File: config.mk
export PLATFORM = sky130hd
export DESIGN_NAME = rac_dpath
export DESIGN_NICKNAME = d
export VERILOG_FILES = /design/src/rtl/rac_pkg.sv /design/src/rtl/rac_dpath.sv
export SDC_FILE = /design/constraint.sdc
export NUM_CORES = 1
export LEC_CHECK = 0
export ABC_CLOCK_PERIOD_IN_PS = 7050
export BUFFER_PORTS_ARGS = -buffer_cell sky130_fd_sc_hd__buf_2
export CORE_ASPECT_RATIO = 0.9
export CORE_MARGIN = 1.5
export CORE_UTILIZATION = 45
export CTS_CLUSTER_DIAMETER = 40
export CTS_CLUSTER_SIZE = 12
export DETAILED_ROUTE_END_ITERATION = 12
export GPL_ROUTABILITY_DRIVEN = 0
export PLACE_DENSITY_LB_ADDON = 0.1
export RECOVER_POWER = 100
export SYNTH_ARGS = -nofsm -noshare
export SYNTH_HDL_FRONTEND = slang
export SYNTH_SLANG_ARGS = --single-unit
File: constraint.sdc
create_clock -name clk -period 7.05 [get_ports clk]
set_input_delay 0.705 -clock clk [delete_from_list [all_inputs] [get_ports clk]]
set_output_delay 0.705 -clock clk [all_outputs]
set_load 0.05 [all_outputs]
File: src/rtl/rac_pkg.sv
// rac_pkg: shared types and codes for the region access checker
// used by rac_ctrl, rac_dpath and region_access_checker; no dependencies

package rac_pkg;

    // item kinds
    localparam logic [1:0] KIND_CHECK = 2'd0;
    localparam logic [1:0] KIND_ADD   = 2'd1;
    localparam logic [1:0] KIND_CLEAR = 2'd2;

    // result status codes
    localparam logic [2:0] ST_OK       = 3'd0;
    localparam logic [2:0] ST_FULL     = 3'd1;
    localparam logic [2:0] ST_BADPARAM = 3'd2;
    localparam logic [2:0] ST_OVERLAP  = 3'd3;
    localparam logic [2:0] ST_BADADDR  = 3'd4;

    // access mode encoding: bit 0 grants read, bit 1 grants write
    localparam int MODE_RD_BIT = 0;
    localparam int MODE_WR_BIT = 1;

    typedef enum logic [1:0] {
        S_IDLE,
        S_SCAN,
        S_FINISH
    } ctrl_state_t;

    // commands from controller to datapath
    typedef struct packed {
        logic load;     // latch the accepted input word, rewind scan index
        logic scan;     // examine one table entry or settle a trivial item
        logic commit;   // apply table update and load output register
    } ctrl_cmd_t;

    // status from datapath to controller
    typedef struct packed {
        logic done;     // result settles on this scan step
        logic out_free; // output register can take a word this cycle
    } dp_stat_t;

endpackage

File: src/rtl/rac_dpath.sv
// rac_dpath: region table, one-entry-per-cycle scan unit and output register
// depends on rac_pkg for codes and command/status types

module rac_dpath #(
    parameter int REGION_SLOTS = 8
) (
    input  logic               clk,
    input  logic               rst_n,
    input  rac_pkg::ctrl_cmd_t cmd,
    output rac_pkg::dp_stat_t  stat,
    input  logic [1:0]         kind,
    input  logic [15:0]        address,
    input  logic [7:0]         length,
    input  logic [15:0]        region_base,
    input  logic [16:0]        region_size,
    input  logic [1:0]         region_mode,
    output logic               out_valid,
    input  logic               out_stall,
    output logic [2:0]         status,
    output logic               read_allowed,
    output logic               write_allowed,
    output logic [1:0]         access_mode,
    output logic [3:0]         regions_used
);
    import rac_pkg::*;

    localparam int IDX_W = (REGION_SLOTS > 1) ? $clog2(REGION_SLOTS) : 1;
    localparam int CNT_W = $clog2(REGION_SLOTS + 1);

    // region table, contents undefined until written
    logic [15:0] base_mem [REGION_SLOTS];
    logic [16:0] size_mem [REGION_SLOTS];
    logic [1:0]  mode_mem [REGION_SLOTS];

    logic [CNT_W-1:0] count_reg;
    logic [CNT_W-1:0] count_next;
    logic [IDX_W-1:0] idx_reg;
    logic [IDX_W-1:0] idx_next;

    // table entry at idx_reg, registered from the entry addressed by idx_next
    logic [15:0] rd_base_reg;
    logic [16:0] rd_size_reg;
    logic [1:0]  rd_mode_reg;

    // latched item
    logic [1:0]  kind_reg;
    logic [15:0] addr_reg;
    logic [7:0]  len_reg;
    logic [15:0] rbase_reg;
    logic [16:0] rsize_reg;
    logic [1:0]  rmode_reg;

    // settled result
    logic [2:0] res_status_reg;
    logic [1:0] res_mode_reg;

    logic       out_valid_reg;
    logic [2:0] out_status_reg;
    logic [1:0] out_mode_reg;
    logic [3:0] out_used_reg;

    logic [15:0] cur_base;
    logic [16:0] cur_size;
    logic [17:0] cur_end;
    logic [17:0] q_end;
    logic [17:0] new_end;
    logic        holds;
    logic        fits;
    logic        ovl;
    logic        early;
    logic [2:0]  early_status;
    logic        hit;
    logic        last;
    logic [2:0]  scan_status;
    logic [1:0]  scan_mode;
    logic        do_write;
    logic [31:0] used_ext;

    assign cur_base = rd_base_reg;
    assign cur_size = rd_size_reg;
    assign cur_end  = {2'b00, cur_base} + {1'b0, cur_size};
    assign q_end    = {2'b00, addr_reg} + {10'd0, len_reg};
    assign new_end  = {2'b00, rbase_reg} + {1'b0, rsize_reg};

    assign holds = (addr_reg >= cur_base) && ({2'b00, addr_reg} < cur_end);
    assign fits  = (q_end <= cur_end);
    assign ovl   = ({2'b00, cur_base} < new_end) && ({2'b00, rbase_reg} < cur_end);

    // items that need no table walk
    always_comb
    begin
        early        = 1'b1;
        early_status = ST_BADPARAM;
        case (kind_reg)
            KIND_CHECK:
            begin
                if (len_reg == 8'd0)
                begin
                    early_status = ST_BADPARAM;
                end
                else if (count_reg == '0)
                begin
                    early_status = ST_BADADDR;
                end
                else
                begin
                    early = 1'b0;
                end
            end
            KIND_ADD:
            begin
                if (count_reg >= CNT_W'(REGION_SLOTS))
                begin
                    early_status = ST_FULL;
                end
                else if (rsize_reg == 17'd0)
                begin
                    early_status = ST_BADPARAM;
                end
                else if (count_reg == '0)
                begin
                    early_status = ST_OK;
                end
                else
                begin
                    early = 1'b0;
                end
            end
            KIND_CLEAR:
            begin
                early_status = ST_OK;
            end
            default:
            begin
                early_status = ST_BADPARAM;
            end
        endcase
    end

    assign hit  = (kind_reg == KIND_CHECK) ? holds : ovl;
    assign last = (CNT_W'(idx_reg) + CNT_W'(1)) == count_reg;

    always_comb
    begin
        scan_mode = 2'd0;
        if (kind_reg == KIND_CHECK)
        begin
            if (hit && fits)
            begin
                scan_status = ST_OK;
                scan_mode   = rd_mode_reg;
            end
            else
            begin
                // first holding region is final even when the range overruns it
                scan_status = ST_BADADDR;
            end
        end
        else
        begin
            scan_status = hit ? ST_OVERLAP : ST_OK;
        end
    end

    // scan index, also the read address for the next entry
    always_comb
    begin
        idx_next = idx_reg;
        if (cmd.load)
        begin
            idx_next = '0;
        end
        else if (cmd.scan && !early && !hit && !last)
        begin
            idx_next = idx_reg + IDX_W'(1);
        end
    end

    assign stat.done     = early || hit || last;
    assign stat.out_free = !out_valid_reg || !out_stall;

    assign do_write = cmd.commit && (kind_reg == KIND_ADD) && (res_status_reg == ST_OK);

    always_comb
    begin
        count_next = count_reg;
        if (cmd.commit)
        begin
            if (kind_reg == KIND_CLEAR)
            begin
                count_next = '0;
            end
            else if (do_write)
            begin
                count_next = count_reg + CNT_W'(1);
            end
        end
    end

    assign used_ext = 32'(count_next);

    // control state
    always_ff @(posedge clk or negedge rst_n)
    begin
        if (!rst_n)
        begin
            count_reg     <= '0;
            out_valid_reg <= 1'b0;
        end
        else
        begin
            count_reg <= count_next;
            if (cmd.commit)
            begin
                out_valid_reg <= 1'b1;
            end
            else if (!out_stall)
            begin
                out_valid_reg <= 1'b0;
            end
        end
    end

    // payload and table
    always_ff @(posedge clk)
    begin
        idx_reg     <= idx_next;
        rd_base_reg <= base_mem[idx_next];
        rd_size_reg <= size_mem[idx_next];
        rd_mode_reg <= mode_mem[idx_next];
        if (cmd.load)
        begin
            kind_reg  <= kind;
            addr_reg  <= address;
            len_reg   <= length;
            rbase_reg <= region_base;
            rsize_reg <= region_size;
            rmode_reg <= region_mode;
        end
        if (cmd.scan)
        begin
            if (early)
            begin
                res_status_reg <= early_status;
                res_mode_reg   <= 2'd0;
            end
            else if (hit || last)
            begin
                res_status_reg <= scan_status;
                res_mode_reg   <= scan_mode;
            end
        end
        if (do_write)
        begin
            base_mem[count_reg[IDX_W-1:0]] <= rbase_reg;
            size_mem[count_reg[IDX_W-1:0]] <= rsize_reg;
            mode_mem[count_reg[IDX_W-1:0]] <= rmode_reg;
        end
        if (cmd.commit)
        begin
            out_status_reg <= res_status_reg;
            out_mode_reg   <= res_mode_reg;
            out_used_reg   <= used_ext[3:0];
        end
    end

    assign out_valid     = out_valid_reg;
    assign status        = out_status_reg;
    assign access_mode   = out_mode_reg;
    assign read_allowed  = out_mode_reg[MODE_RD_BIT];
    assign write_allowed = out_mode_reg[MODE_WR_BIT];
    assign regions_used  = out_used_reg;

endmodule
[After elaboration in Yosys (flattened, before gate mapping)]
Memories as Yosys holds them, arrays and structs flattened. A register that Yosys moved wholly into a read port is not among the register bits.
Index checks and enable logic that the tools add are counted.
Storage, ports and cells
  register bits: 83
  RAM bits: 280
  input port bits: 67
  memories: 3
  word-level logic and storage cells: 86
Operators by class
  add/subtract/negate cells: 6
  multiplexer cells: 29
  eq/ne operators: 4
  reductions and logical operators: 24
  magnitude comparators: 6
Memories
  size_mem: words 8, width 17, read ports 1, clocked after Yosys merged registers in 1, wr ports 1, line rac_dpath.sv:32  | logic [16:0] size_mem [REGION_SLOTS];
  base_mem: words 8, width 16, read ports 1, clocked after Yosys merged registers in 1, wr ports 1, line rac_dpath.sv:31  | logic [15:0] base_mem [REGION_SLOTS];
  mode_mem: words 8, width 2, read ports 1, clocked after Yosys merged registers in 1, wr ports 1, line rac_dpath.sv:33  | logic [1:0] mode_mem [REGION_SLOTS];
Operators with widths (number)
  less-than comparator 16 x 18 -> 1 bit: 3
  adder 16 x 17 -> 18 bit: 2
  two-way mux 3 bit: 8
  less-or-equal comparator 17 x 18 -> 1 bit: 1
  adder 16 x 8 -> 17 bit: 1
  zero test 17 bit: 1
  >= comparator 16 bit: 1
  two-way mux 2 bit: 7
  two-way mux 4 bit: 3
  two-way mux 1 bit: 9
  one-hot mux 3 bit (3 select lines): 1
  logical AND 1 bit: 8
  zero test 8 bit: 1
  zero test 1 bit: 5
  adder 3 x 1 -> 4 bit (second input constant): 1
  adder 4 x 1 -> 4 bit (second input constant): 1
  == test 4 bit: 1
  >= comparator 4 bit (second input constant): 1
  zero test 4 bit: 1
  logical OR 1 bit: 4
  adder 3 x 1 -> 3 bit (second input constant): 1
  zero test 3 bit: 1
  == test 2 x 1 -> 1 bit (second input constant): 1
  == test 2 bit (second input constant): 1
  other kinds (5): 5

[Logic depth before layout (Yosys ltp)]
Gate-level depths: netlist of the first run.
  depth after elaboration: 11
  mapped depth: 26
  gate-level depth less buffers: 23

[Least setup slack after synthesis of the first run]
OpenSTA, ideal clock, no wires.
  kind: register -> register
  from: register rbase_reg[3]
  to: register rd_base_reg[13], in the netlist cur_base[13] (read register of base_mem)
  period minus slack after synthesis: 5.020 ns
  slack: 2.030 ns
  cell stages (with the launch flop): 26
  required time: 6.931 ns
  path buffers: 3
  arrival: 4.902 ns
  cells stage by stage: edfxtp_1 -> ha_1 -> a21o_1 -> a221oi_1 -> nor4_1 -> nor2_1 -> inv_1 -> a21oi_1 -> nor2b_1 -> o21ai_0 -> nand2b_1 -> xnor2_1 -> ha_1 -> o21ai_0 -> nor4_1 -> a221oi_1 -> a2bb2oi_1 -> o311ai_1 -> a31oi_2 -> xor2_2 -> buf_4 -> and2_1 -> buf_2 -> clkbuf_1 -> o41a_1 -> nor4_2
On the way
  cells in the longest elaborated chain, start to end: 9
  elaborated cells between the ends (all ways): 10
  classes of those cells: 1 x add/sub; 2 x order compare; 3 x mux; 4 x reduce/logical
Ends and longest elaborated chain
  from (decl): line rac_dpath.sv:49  | logic [15:0] rbase_reg;
  from (signal assigned): line rac_dpath.sv:236  | rbase_reg <= region_base;
  adder 16 x 17 -> 18 bit: line rac_dpath.sv:83  | assign new_end = {2'b00, rbase_reg} + {1'b0, rsize_reg};
  less-than comparator 16 x 18 -> 1 bit: line rac_dpath.sv:87  | assign ovl = ({2'b00, cur_base} < new_end) && ({2'b00, rbase_reg} < cur_end);
  logical AND 1 bit (*): line rac_dpath.sv:87
  two-way mux 1 bit (*): line rac_dpath.sv:140  | assign hit = (kind_reg == KIND_CHECK) ? holds : ovl;
  zero test 1 bit (*): line rac_dpath.sv:173  | else if (cmd.scan && !early && !hit && !last)
  logical AND 1 bit (*) (2 in a row): line rac_dpath.sv:173
  two-way mux 3 bit (*): line rac_dpath.sv:173
  two-way mux 3 bit (*): line rac_dpath.sv:169  | if (cmd.load)
  to (decl): line rac_dpath.sv:41  | logic [15:0] rd_base_reg;
Mark *: on every way between the ends. The rest lies on a longest branch, timed or not.
A chain may end at the register's enable or synchronous reset.

[Final worst setup path of the first run]
  from: register rbase_reg[4]
  to: register rd_base_reg[1], in the netlist cur_base[1] (read register of base_mem)
Same word-level chain as after synthesis.

==> out/qor.yml, run 1 <==
finish:
  largest_register_ffs: 136
  multi_input_area_mm2: 0.00664
  fillers: 3611
  fin_cells: 2108
  syn2layout_area_growth_pct: 14.3
  seqCellArea_mm2: 0.0115
  layout-drive-gt1-share_pct: 12.5
  design_area_mm2: 0.0217
  nets: 1699
detailed_routing:
  postRouteAntennaNets: 0
  vias: 12100
  dr.pass1.iters: 5
  avgViaCountPerCell: 5.75
  wl_um: 48100
  drc_errors: 0
  wire_per_inst_um: 22.8
  drt-initial-drc-count: 883
cts:
  cts_resized: 0
  cts_made_buffers: 54
  cts-root-buf: "clkbuf_16"
  clk_pin_slew_worst_paths_ns: 0.06
  clk-insertion-delay-late_ns: 0.62
  clock_sinks: 398
  h-tree-depth: 2
  clk_path_buf_depth: 3
  cts_tree: "yes"
sta:
  finalSetupViolCount: 0
  clock_skew_ns: 0.0550
  maxSlewViolCount: 376
  fin_tns_setup_ns: 0
  worst_pin_slew_ns: 3.24
  relSlewSlack_pct: -116
  fmax_mhz: 154
  fin_crit_sh_pct: 92.1
  report.final.hold_viol_count: 0
  fin_crit_ns: 6.50
  rsz0062_at_grt: "no"
  whs_ns: 0.257
logic_synthesis:
  synth_fp_nets: 1592
  synth_cells: 1407
  ys_async_sr_fraction_pct: 1.26
  synth_edf_count: 355
  synth_top_area_share_pct: 56.1
  yosys.area.top_type: "edfxtp_1"
  ys_top_cells_by_area: "edfxtp_1 56%, ha_1 7.6%, dfxtp_1 4.0%"
  synthFlopType: "edfxtp_1"
  synth.avg_cell_area_um2: 13.5
  yosys_warnings: 0
  seq_area_frac_synth_pct: 60.8
  netlist_area_mm2: 0.0190
  ys_ff_latch: 398
  ys_types: 77
global_routing:
  grtUsageTotal_pct: 22.5
  antenna_found_initial: 0
  grt_max_degree: 85
  grt_overflow: 0
  grt_pass1_vias: 11900
  grt_pass1_wl_um: 72000
power:
  ir_drop_mv: 0.235
  seq_power_share_pct: 44.6
  combPwrFrac_pct: 9.2
  total_leakage_power_uw: 0.00784
  switching_share_pct: 24.5
  p_int_uw: 4610
  p_sw_uw: 1500
  cellPowerDensity_mw_per_mm2: 281
  power.total_uw: 6110
  p_clk_share_pct: 46.2
worst_setup_path:
  path_common_cell: "nor4_1"
  required_ns: 7.51
  start_kind: "flip-flop"
  crit_arrival_ns: 6.96
  worst_path_largest_cell_delay_ns: 0.69
  crit_type: "flip-flop to flip-flop"
  ff2ff_setup_slack_ns: 0.55
  path_delay_family: "compound AO/OA/AOI/OAI gates"
  cp_cell_sequence: "ha_1 > and3_1 > a221oi_1 > nor4_1 > nor2_1 > inv_1 > a21oi_1 > nor2b_1 > o21ai_0 > nand2b_1 > xnor2_1 > ha_1 > o21ai_0 > nor4_1 > a221oi_1 > a2bb2oi_1 > o311ai_1 > a31o_1 > mux2_4 > a211oi_1 > o41a_1 > nor4_1"
  path_max_fanout: 35
  slowest_stage: "mux2_4"
  endpoint_kind: "flip-flop"
  crit_buf_inv: 1
die:
  die_x_um: 220
  dieArea_mm2: 0.0435
  core_mm2: 0.0418
  die_y_um: 198
  start_util_pct: 45.5
  row_count: 71
  io_pins: 81
outcome:
  outcome: "complete, but fails checks"
  failed_checks: "capacitance limit, slew limit"
job:
  maxCapViolCount: 10
place:
  port_buffers: 80
  placed_cell_area_mm2: 0.0200
  place_inst: 2004
  hpwl_um: 29900
worst_hold_path:
  hold_class: "input pin to flip-flop"
[path summary, 6_finish.rpt]
kind | start | endpoint | cells after the start
max in group asynchronous | rst_n | count_reg[3]$_DFF_PN0_ | 2
setup reg to reg | rbase_reg[4]$_DFFE_PP_ | cur_base[1]$_DFF_P_ | 22
min in group asynchronous | rst_n | count_reg[1]$_DFF_PN0_ | 2
hold / removal | region_size[8] | rsize_reg[8]$_DFFE_PP_ | 1
hold reg to reg | res_mode_reg[0]$_SDFFCE_PP0P_ | access_mode[0]$_DFFE_PP_ | 0
setup / recovery | rbase_reg[4]$_DFFE_PP_ | cur_base[1]$_DFF_P_ | 22
[cells in the mapped netlist (11+ instances only)]
| cell | number |
|---|---|
| edfxtp_1 | 355 |
| xor2_1 | 23 |
| a21o_1 | 17 |
| a22o_1 | 35 |
| o21ai_0 | 28 |
| ha_1 | 115 |
| a31oi_1 | 75 |
| o41a_1 | 35 |
| nor4_2 | 35 |
| a21oi_1 | 59 |
| nand2_1 | 33 |
| nor2_1 | 43 |
| nor2b_1 | 83 |
| buf_2 | 27 |
| xnor2_1 | 27 |
| nand2b_1 | 18 |
| nor3_1 | 11 |
| a211oi_1 | 78 |
| dfxtp_1 | 38 |
| inv_1 | 111 |
[power by group through the flow]
stage          Sequential, uW  Clock [uW]  Combinational, uW
6_report                 2720        2820                565
5_1_grt                  2730        2980                642
4_1_cts                  2720        2880                572
3_5_place_dp             2770           0                567
3_3_place_gp             2770           0                558
2_1_floorplan            2740           0                402
[through the flow]
step / util, % / worst slack, ns
4_1_cts: 52.6 / 0.533
2_1_floorplan: - / 2.03
3_5_place_dp: 48.0 / 0.572
3_3_place_gp: 48.0 / 0.700
6_report: 52.0 / 0.555
5_1_grt: 52.0 / 0.00921
[area by class of cell]
| cell class | count | share of cell area, % |
|---|---|---|
| Antenna cell | 1 | 0.0115 |
| Sequential cell | 398 | 53.2 |
| Multi-Input combinational cell | 844 | 30.6 |
| Clock inverter | 37 | 2.33 |
| Timing Repair Buffer | 104 | 2.44 |
| Clock buffer | 65 | 6.41 |
| Tap cell | 547 | 3.15 |
| Inverter | 112 | 1.94 |
[layout by cell type (no fill, tap or decap), types with 5 or more instances in the layout]
master,n
a211oi_1,78
a21o_1,17
a21oi_1,59
a22o_1,35
a31oi_1,75
and3_1,10
buf_2,58
buf_4,12
bufinv_16,8
clkbuf_1,43
clkbuf_16,54
clkinvlp_4,6
dfrtp_1,5
dfxtp_1,38
edfxtp_1,355
ha_1,115
inv_1,111
inv_6,5
maj3_1,5
nand2_1,33
nand2b_1,18
nand3_1,7
nand4_1,10
nor2_1,38
nor2_4,5
nor2b_1,83
nor3_1,11
nor4_1,27
nor4_2,13
o211ai_1,8
o21a_1,7
o21ai_0,28
o21bai_1,8
o41a_1,35
xnor2_1,27
xor2_1,23
[cells by family (layout without fill, tap and decap cells)]
kind of cell / count (synthesis) / count (layout) / synth area share [%]
other: 0 / 1 / 0
XOR/XNOR: 51 / 51 / 2.39
adder cells (fa/ha/maj): 123 / 123 / 8.15
multiplexers: 6 / 6 / 0.474
flip-flops: 398 / 398 / 60.8
AO/OA/AOI/OAI: 390 / 390 / 15.1
buffers and inverters: 165 / 318 / 3.83
AND/OR/NAND/NOR: 274 / 274 / 9.29
[per-layer routing]
| metal | GRT usage, % | wire, um |
|---|---|---|
| met2 | 36.0 | 22100 |
| met5 | 0 | 0 |
| met1 | 31.2 | 22400 |
| met4 | 7.79 | 1270 |
| met3 | 3.49 | 2410 |
[timing repair]
| action | in CTS | in global routing |
|---|---|---|
| hold buffers | 1 | 0 |
| setup endpoints to repair | 0 | 0 |
| buffers inserted | 0 | 0 |
| endpoints found under the hold margin | 5 | 0 |
No activity file was read; power rests on OpenSTA's default activity.
==> run 2, diff against run 1 <==
--- a/config.mk
+++ b/config.mk
@@ -5,6 +5,7 @@
 export SDC_FILE = /design/constraint.sdc
 export NUM_CORES = 1
 export LEC_CHECK = 0
+export ABC_AREA = 1
 export ABC_CLOCK_PERIOD_IN_PS = 7050
 export BUFFER_PORTS_ARGS = -buffer_cell sky130_fd_sc_hd__buf_2
 export CORE_ASPECT_RATIO = 0.9
==> out/qor.yml, run 2 <==
outcome:
  outcome: "complete, but fails checks"
  failed_checks: "capacitance limit, slew limit"
power:
  ir_drop_mv: 0.209  # -11%
  switching_share_pct: 38.8  # +14 points
  cellPowerDensity_mw_per_mm2: 418  # +49%
  power.total_uw: 9630  # +58%
  p_sw_uw: 3740  # +150%
  combPwrFrac_pct: 37.6  # +28 points
  total_leakage_power_uw: 0.0104  # +32%
  seq_power_share_pct: 31.6  # -13 points
  p_clk_share_pct: 30.8  # -15 points
  p_int_uw: 5900  # +28%
finish:
  fillers: 4058  # +12%
  final_cell_mix: "487 x nand2_1, 389 x inv_1, 355 x edfxtp_1"
  multi_input_area_mm2: 0.00679  # +2.2%
  seqCellArea_mm2: 0.0115  # unchanged
  nets: 2338  # +38%
  largest_register_ffs: 136  # unchanged
  antenna_cells: 0  # -1
  layout-drive-gt1-share_pct: 8.32  # -4.2 points
  final_common_cell: "nand2_1"
  syn2layout_area_growth_pct: 14.1
global_routing:
  grt_pass1_wl_um: 81700  # +13%
  grt_pass1_vias: 14000  # +17%
  antenna_found_initial: 0  # unchanged
  grt_max_degree: 102  # +20%
  grtUsageTotal_pct: 23.4  # +0.89 points
  grt_overflow: 0  # unchanged
logic_synthesis:
  ys_ff_latch: 398  # unchanged
  synth_fp_nets: 2266  # +42%
  seq_area_frac_synth_pct: 57.2  # -3.6 points
  synth_top_area_share_pct: 52.8  # -3.3 points
  netlist_area_mm2: 0.0202  # +6.3%
  ys_types: 43  # -44%
  synthFlopType: "edfxtp_1"
  synth_most_common_cell: "nand2_1"
  yosys.area.top_type: "edfxtp_1"
  synth.avg_cell_area_um2: 9.70  # -28%
  ys_async_sr_fraction_pct: 1.26  # unchanged
  synth_common_cells: "486 x nand2_1, 389 x inv_1, 355 x edfxtp_1"
  synth_edf_count: 355  # unchanged
  synth_cells: 2081  # +48%
  ys_top_cells_by_area: "edfxtp_1 53%, nand2_1 9.0%, inv_1 7.2%"
  yosys_warnings: 0  # unchanged
detailed_routing:
  wire_per_inst_um: 19.0  # -17%
  wl_um: 53200  # +11%
  drt-initial-drc-count: 1009  # +14%
  dr.pass1.iters: 5  # unchanged
  vias: 14500  # +20%
  avgViaCountPerCell: 5.20  # -9.6%
  drc_errors: 0  # unchanged
  postRouteAntennaNets: 0  # unchanged
sta:
  rsz0062_at_grt: "no"
  fin_crit_sh_pct: 86.7  # -5.4 points
  fin_crit_ns: 6.12  # -0.380 ns
  fin_tns_setup_ns: 0  # unchanged
  worst_pin_slew_ns: 3.11  # -0.133 ns
  finalSetupViolCount: 0  # unchanged
  fmax_mhz: 164  # +6.2%
  maxSlewViolCount: 288  # -23%
  relSlewSlack_pct: -107  # +8.9 points
  clock_skew_ns: 0.0176  # -0.0374 ns
  report.final.hold_viol_count: 0  # unchanged
worst_setup_path:
  required_ns: 7.53  # +0.02 ns
  endpoint_kind: "flip-flop"
  slowest_stage: "nand3_4"
  crit_arrival_ns: 6.60  # -0.36 ns
  start_kind: "flip-flop"
  path_common_cell: "nand2_1"
  crit_type: "flip-flop to flip-flop"
  path_max_fanout: 92  # +160%
  worst_path_largest_cell_delay_ns: 0.63  # -0.06 ns
cts:
  cts-root-buf: "clkbuf_16"
  clock_sinks: 398  # unchanged
  ctsHoldBuffers: 1  # unchanged
  cts_resized: 0  # unchanged
  clk-insertion-delay-late_ns: 0.61  # about the same
  post_cts_buffers: 0  # unchanged
  cts_made_buffers: 55  # +1.9%
  cts_tree: "yes"
  clk_path_buf_depth: 3  # unchanged
  clk_pin_slew_worst_paths_ns: 0.06  # about the same
  h-tree-depth: 2  # unchanged
die:
  start_util_pct: 45.7  # +0.17 points
  die_x_um: 226  # +3.1%
  die_y_um: 204  # +3.0%
  row_count: 73  # +2.8%
  core_mm2: 0.0442  # +5.9%
  io_pins: 81  # unchanged
  dieArea_mm2: 0.0462  # +6.2%
worst_hold_path:
  hold_class: "input pin to flip-flop"
job:
  maxCapViolCount: 8  # -2
place:
  port_buffers: 80  # unchanged
  hpwl_um: 31700  # +5.7%
-- run 2: cells by family after synthesis --
| family | Yosys count | share of synthesized area, % |
|---|---|---|
| AO/OA/AOI/OAI | 116 | 3.18 |
| buffers and inverters | 479 | 9.34 |
| AND/OR/NAND/NOR | 926 | 21.0 |
| flip-flops | 398 | 57.2 |
| adder cells (fa/ha/maj) | 118 | 7.42 |
| XOR/XNOR | 44 | 1.91 |
-- run 2: worst max-delay path: cells and delay by family (launching register included) --
family	cells	cell delay [ns]
compound gates	3	0.86
xor+xnor	1	0.09
flops	1	0.60
buf+inv	4	0.57
fa+ha+maj	3	0.91
simple gates	18	2.80
-- run 2: through the flow --
stage / hold slack [ns] / util [%] / area, um2 / setup slack, ns / cells
final: 0.267 / 52.1 / 23000 / 0.935 / 2800
after global routing: 0.239 / 52.1 / 23000 / 0.422 / 2800
after CTS: 0.234 / 52.3 / 23100 / 1.29 / 2800
after detailed placement: 0.437 / 47.8 / 21100 / 1.33 / 2695
after global placement: 0.436 / 47.8 / 21100 / 1.41 / 2695
after floorplan: 0.400 / - / 20200 / 2.75 / 2081
-- run 2: area by class of cell --
class	count	area share (%)
clock inverter	42	2.33
multi-input combinational	1204	29.5
tap	600	3.26
inverter	397	6.48
timing repair buffer	97	2.10
sequential	398	50.1
clock buffer	62	6.27
-- run 2: power by group through the flow --
stage	Sequential (uW)	Combinational [uW]	Clock (uW)
floorplan	2950	2670	0
global placement	3090	3520	0
detailed placement	3090	3620	0
CTS	3040	3630	3030
global route	3050	4120	3120
finish	3040	3620	2970
-- run 2: routing by layer --
metal	track usage [%]	wire length (um)	vias to the layer above
met4	7.83	1360	0
met3	3.62	3240	78
met2	36.7	23800	432
met5	0	0	-
met1	33.2	24800	6903
li1	-	-	7136
-- run 2: worst paths after layout --
check	cells past startpoint	slack (ns)	startpoint	to
worst max-delay path	29	0.93	rbase_reg[0]$_DFFE_PP_	cur_size[4]$_DFF_P_
worst min-delay path	1	0.27	region_size[4]	rsize_reg[4]$_DFFE_PP_
worst max register to register	29	0.93	rbase_reg[0]$_DFFE_PP_	cur_size[4]$_DFF_P_
worst min register to register	0	0.45	res_status_reg[1]$_DFFE_PP_	status[1]$_DFFE_PP_
max in group asynchronous	2	6.35	rst_n	out_valid$_DFFE_PN0P_
min in group asynchronous	2	0.49	rst_n	count_reg[3]$_DFF_PN0_
==> run 3, diff against run 2 <==
--- a/config.mk
+++ b/config.mk
@@ -9,7 +9,7 @@
 export ABC_CLOCK_PERIOD_IN_PS = 7050
 export BUFFER_PORTS_ARGS = -buffer_cell sky130_fd_sc_hd__buf_2
 export CORE_ASPECT_RATIO = 0.9
-export CORE_MARGIN = 1.5
+export CORE_MARGIN = 8
 export CORE_UTILIZATION = 45
 export CTS_CLUSTER_DIAMETER = 40
 export CTS_CLUSTER_SIZE = 12
==> out/qor.yml, run 3 (same netlist as run 2, synthesis figures left out) <==
finish:
  nets: 2344  # +0.26%
  final_cell_mix: "487 x nand2_1, 390 x inv_1, 355 x edfxtp_1"
  largest_register_ffs: 136  # unchanged
  syn2layout_area_growth_pct: 14.2  # about the same
  final_common_cell: "nand2_1"
  layout-drive-gt1-share_pct: 8.84  # +0.52 points
  design_area_mm2: 0.0231  # about the same
  fin_cells: 2806  # +0.21%
  antenna_cells: 0  # unchanged
  utilization_pct: 52.1  # about the same
global_routing:
  grt_overflow: 0  # unchanged
  grt_busiest_layer: "met2"
  antenna_found_initial: 1  # +1
  globalRouteMet1Util_pct: 28.9  # -4.3 points
  met3_usage_pct: 3.31  # -0.31 points
  grtUsageMet2_pct: 33.5  # -3.3 points
  grt_pass1_wl_um: 84100  # +3.0%
  grt_max_degree: 93  # -8.8%
  grt_pass1_vias: 14600  # +4.5%
  grtUsageTotal_pct: 20.8  # -2.6 points
detailed_routing:
  wire_per_inst_um: 19.2  # +1.1%
  vias: 14700  # +0.91%
  drc_errors: 0  # unchanged
  postRouteAntennaNets: 0  # unchanged
  drt-initial-drc-count: 1072  # +6.2%
  wl_um: 53900  # +1.3%
  avgViaCountPerCell: 5.23  # +0.69%
  dr.pass1.iters: 5  # unchanged
power:
  total_leakage_power_uw: 0.0104  # about the same
  combPwrFrac_pct: 38.1  # +0.5 points
  p_sw_uw: 3780  # +1.0%
  p_int_uw: 5810  # -1.5%
  cellPowerDensity_mw_per_mm2: 416  # -0.57%
  ir_drop_mv: 0.207  # -1.1%
  switching_share_pct: 39.4  # +0.61 points
  p_clk_share_pct: 30.0  # -0.8 points
  seq_power_share_pct: 31.9  # +0.3 points
place:
  port_buffers: 80  # unchanged
  place_inst: 2701  # +0.22%
  placed_cell_area_mm2: 0.0212  # +0.21%
  pre_cts_slack_ns: 1.17  # -0.161 ns
  hpwl_um: 33100  # +4.7%
sta:
  report.final.hold_viol_count: 0  # unchanged
  fmax_mhz: 161  # -1.3%
  fin_tns_setup_ns: 0  # unchanged
  clock_skew_ns: 0.0151  # -0.00246 ns
  relSlewSlack_pct: -107  # +0.48 points
  rsz0062_at_grt: "no"
  fin_ws_ns: 0.855  # -0.0794 ns
  finalSetupViolCount: 0  # unchanged
  fin_crit_sh_pct: 87.9  # +1.1 points
  fin_crit_ns: 6.19  # +0.0794 ns
  worst_pin_slew_ns: 3.10  # -0.00715 ns
  maxSlewViolCount: 345  # +20%
outcome:
  outcome: "complete, but fails checks"
  failed_checks: "capacitance limit, slew limit"
worst_setup_path:
  start_kind: "flip-flop"
  required_ns: 7.55  # +0.02 ns
  reg2regPathDepth: 28  # -3.4%
  slowest_stage: "buf_4"
  path_delay_family: "simple AND/OR/NAND/NOR gates"
  endpoint_kind: "flip-flop"
  path_common_cell: "nand2_1"
  crit_type: "flip-flop to flip-flop"
  crit_buf_inv: 5  # +1
  r2r-end: "cur_base[15]$_DFF_P_"
  rr_startpoint: "rbase_reg[0]$_DFFE_PP_"
  worst_path_largest_cell_delay_ns: 0.82  # +0.19 ns
  crit_arrival_ns: 6.69  # +0.09 ns
  path_max_fanout: 74  # -20%
  ff2ff_setup_slack_ns: 0.86  # -0.08 ns
cts:
  ctsHoldBuffers: 1  # unchanged
  post_cts_buffers: 0  # unchanged
  cts-root-buf: "clkbuf_16"
  clk_path_buf_depth: 3  # unchanged
  h-tree-depth: 2  # unchanged
  cts_resized: 0  # unchanged
  clock_sinks: 398  # unchanged
  clk-insertion-delay-late_ns: 0.61  # about the same
  clk_pin_slew_worst_paths_ns: 0.06  # about the same
  cts_made_buffers: 55  # unchanged
  cts_tree: "yes"
die:
  die_x_um: 239  # +5.7%
  start_util_pct: 45.7  # unchanged
  core_mm2: 0.0442  # unchanged
  row_count: 73  # unchanged
  dieArea_mm2: 0.0519  # +12%
  io_pins: 81  # unchanged
  die_y_um: 217  # +6.4%
worst_hold_path:
  worstHoldStart: "region_size[5]"
  holdPathEnd: "rsize_reg[5]$_DFFE_PP_"
  holdPathStages: 1  # unchanged
  hold_class: "input pin to flip-flop"
job:
  maxCapViolCount: 10  # +2
-- run 3: per-layer routing --
metal / wire length (um) / vias up / share of wire [%]
li1: - / 7137 / -
met1: 25000 / 7037 / 46
met2: 24500 / 417 / 45
met3: 3140 / 88 / 5.8
met4: 1200 / 2 / 2.2
met5: 13 / - / 0.024
-- run 3: layout make-up --
| type | count | area, um2 |
|---|---|---|
| Timing Repair Buffer | 103 | 522 |
| Inverter | 397 | 1490 |
| Tap cell | 600 | 751 |
| Fill cell | 4094 | 21200 |
| Sequential cell | 398 | 11500 |
| Clock buffer | 67 | 1500 |
| Clock inverter | 37 | 454 |
| Multi-Input combinational cell | 1204 | 6790 |
-- run 3: through the flow --
step           power [uW]  hold slack (ns)
3_3_place_gp         6650            0.437
6_report             9580            0.268
4_1_cts              9640            0.230
5_1_grt             10300            0.239
3_5_place_dp         6740            0.436
2_1_floorplan        5620            0.400
-- run 3: worst max-delay path by stage --
stage	from	to	slack (ns)	cells after the start
2_1_floorplan	cmd[0]	regions_used[3]$_DFFE_PP_	2.75	9
3_3_place_gp	rbase_reg[0]$_DFFE_PP_	cur_size[4]$_DFF_P_	1.34	29
3_5_place_dp	rbase_reg[0]$_DFFE_PP_	cur_base[15]$_DFF_P_	1.17	28
4_1_cts	rbase_reg[0]$_DFFE_PP_	cur_base[15]$_DFF_P_	1.14	28
5_1_grt	rbase_reg[0]$_DFFE_PP_	cur_base[11]$_DFF_P_	0.29	29
6_report	rbase_reg[0]$_DFFE_PP_	cur_base[15]$_DFF_P_	0.86	28
-- run 3: worst reg2reg max path: cells and delay by family (launching register included) --
family / cells / cell delay, ns
fa+ha+maj: 3 / 0.92
xor+xnor: 1 / 0.10
flops: 1 / 0.61
simple gates: 16 / 1.97
compound gates: 3 / 0.89
buf+inv: 5 / 1.59
-- run 3: power groups by stage --
| stage | Combinational, uW | Sequential, uW | Clock (uW) |
|---|---|---|---|
| finish | 3650 | 3060 | 2870 |
| global route | 4180 | 3070 | 3030 |
| CTS | 3660 | 3050 | 2930 |
| detailed placement | 3640 | 3100 | 0 |
| global placement | 3550 | 3100 | 0 |
| floorplan | 2670 | 2950 | 0 |
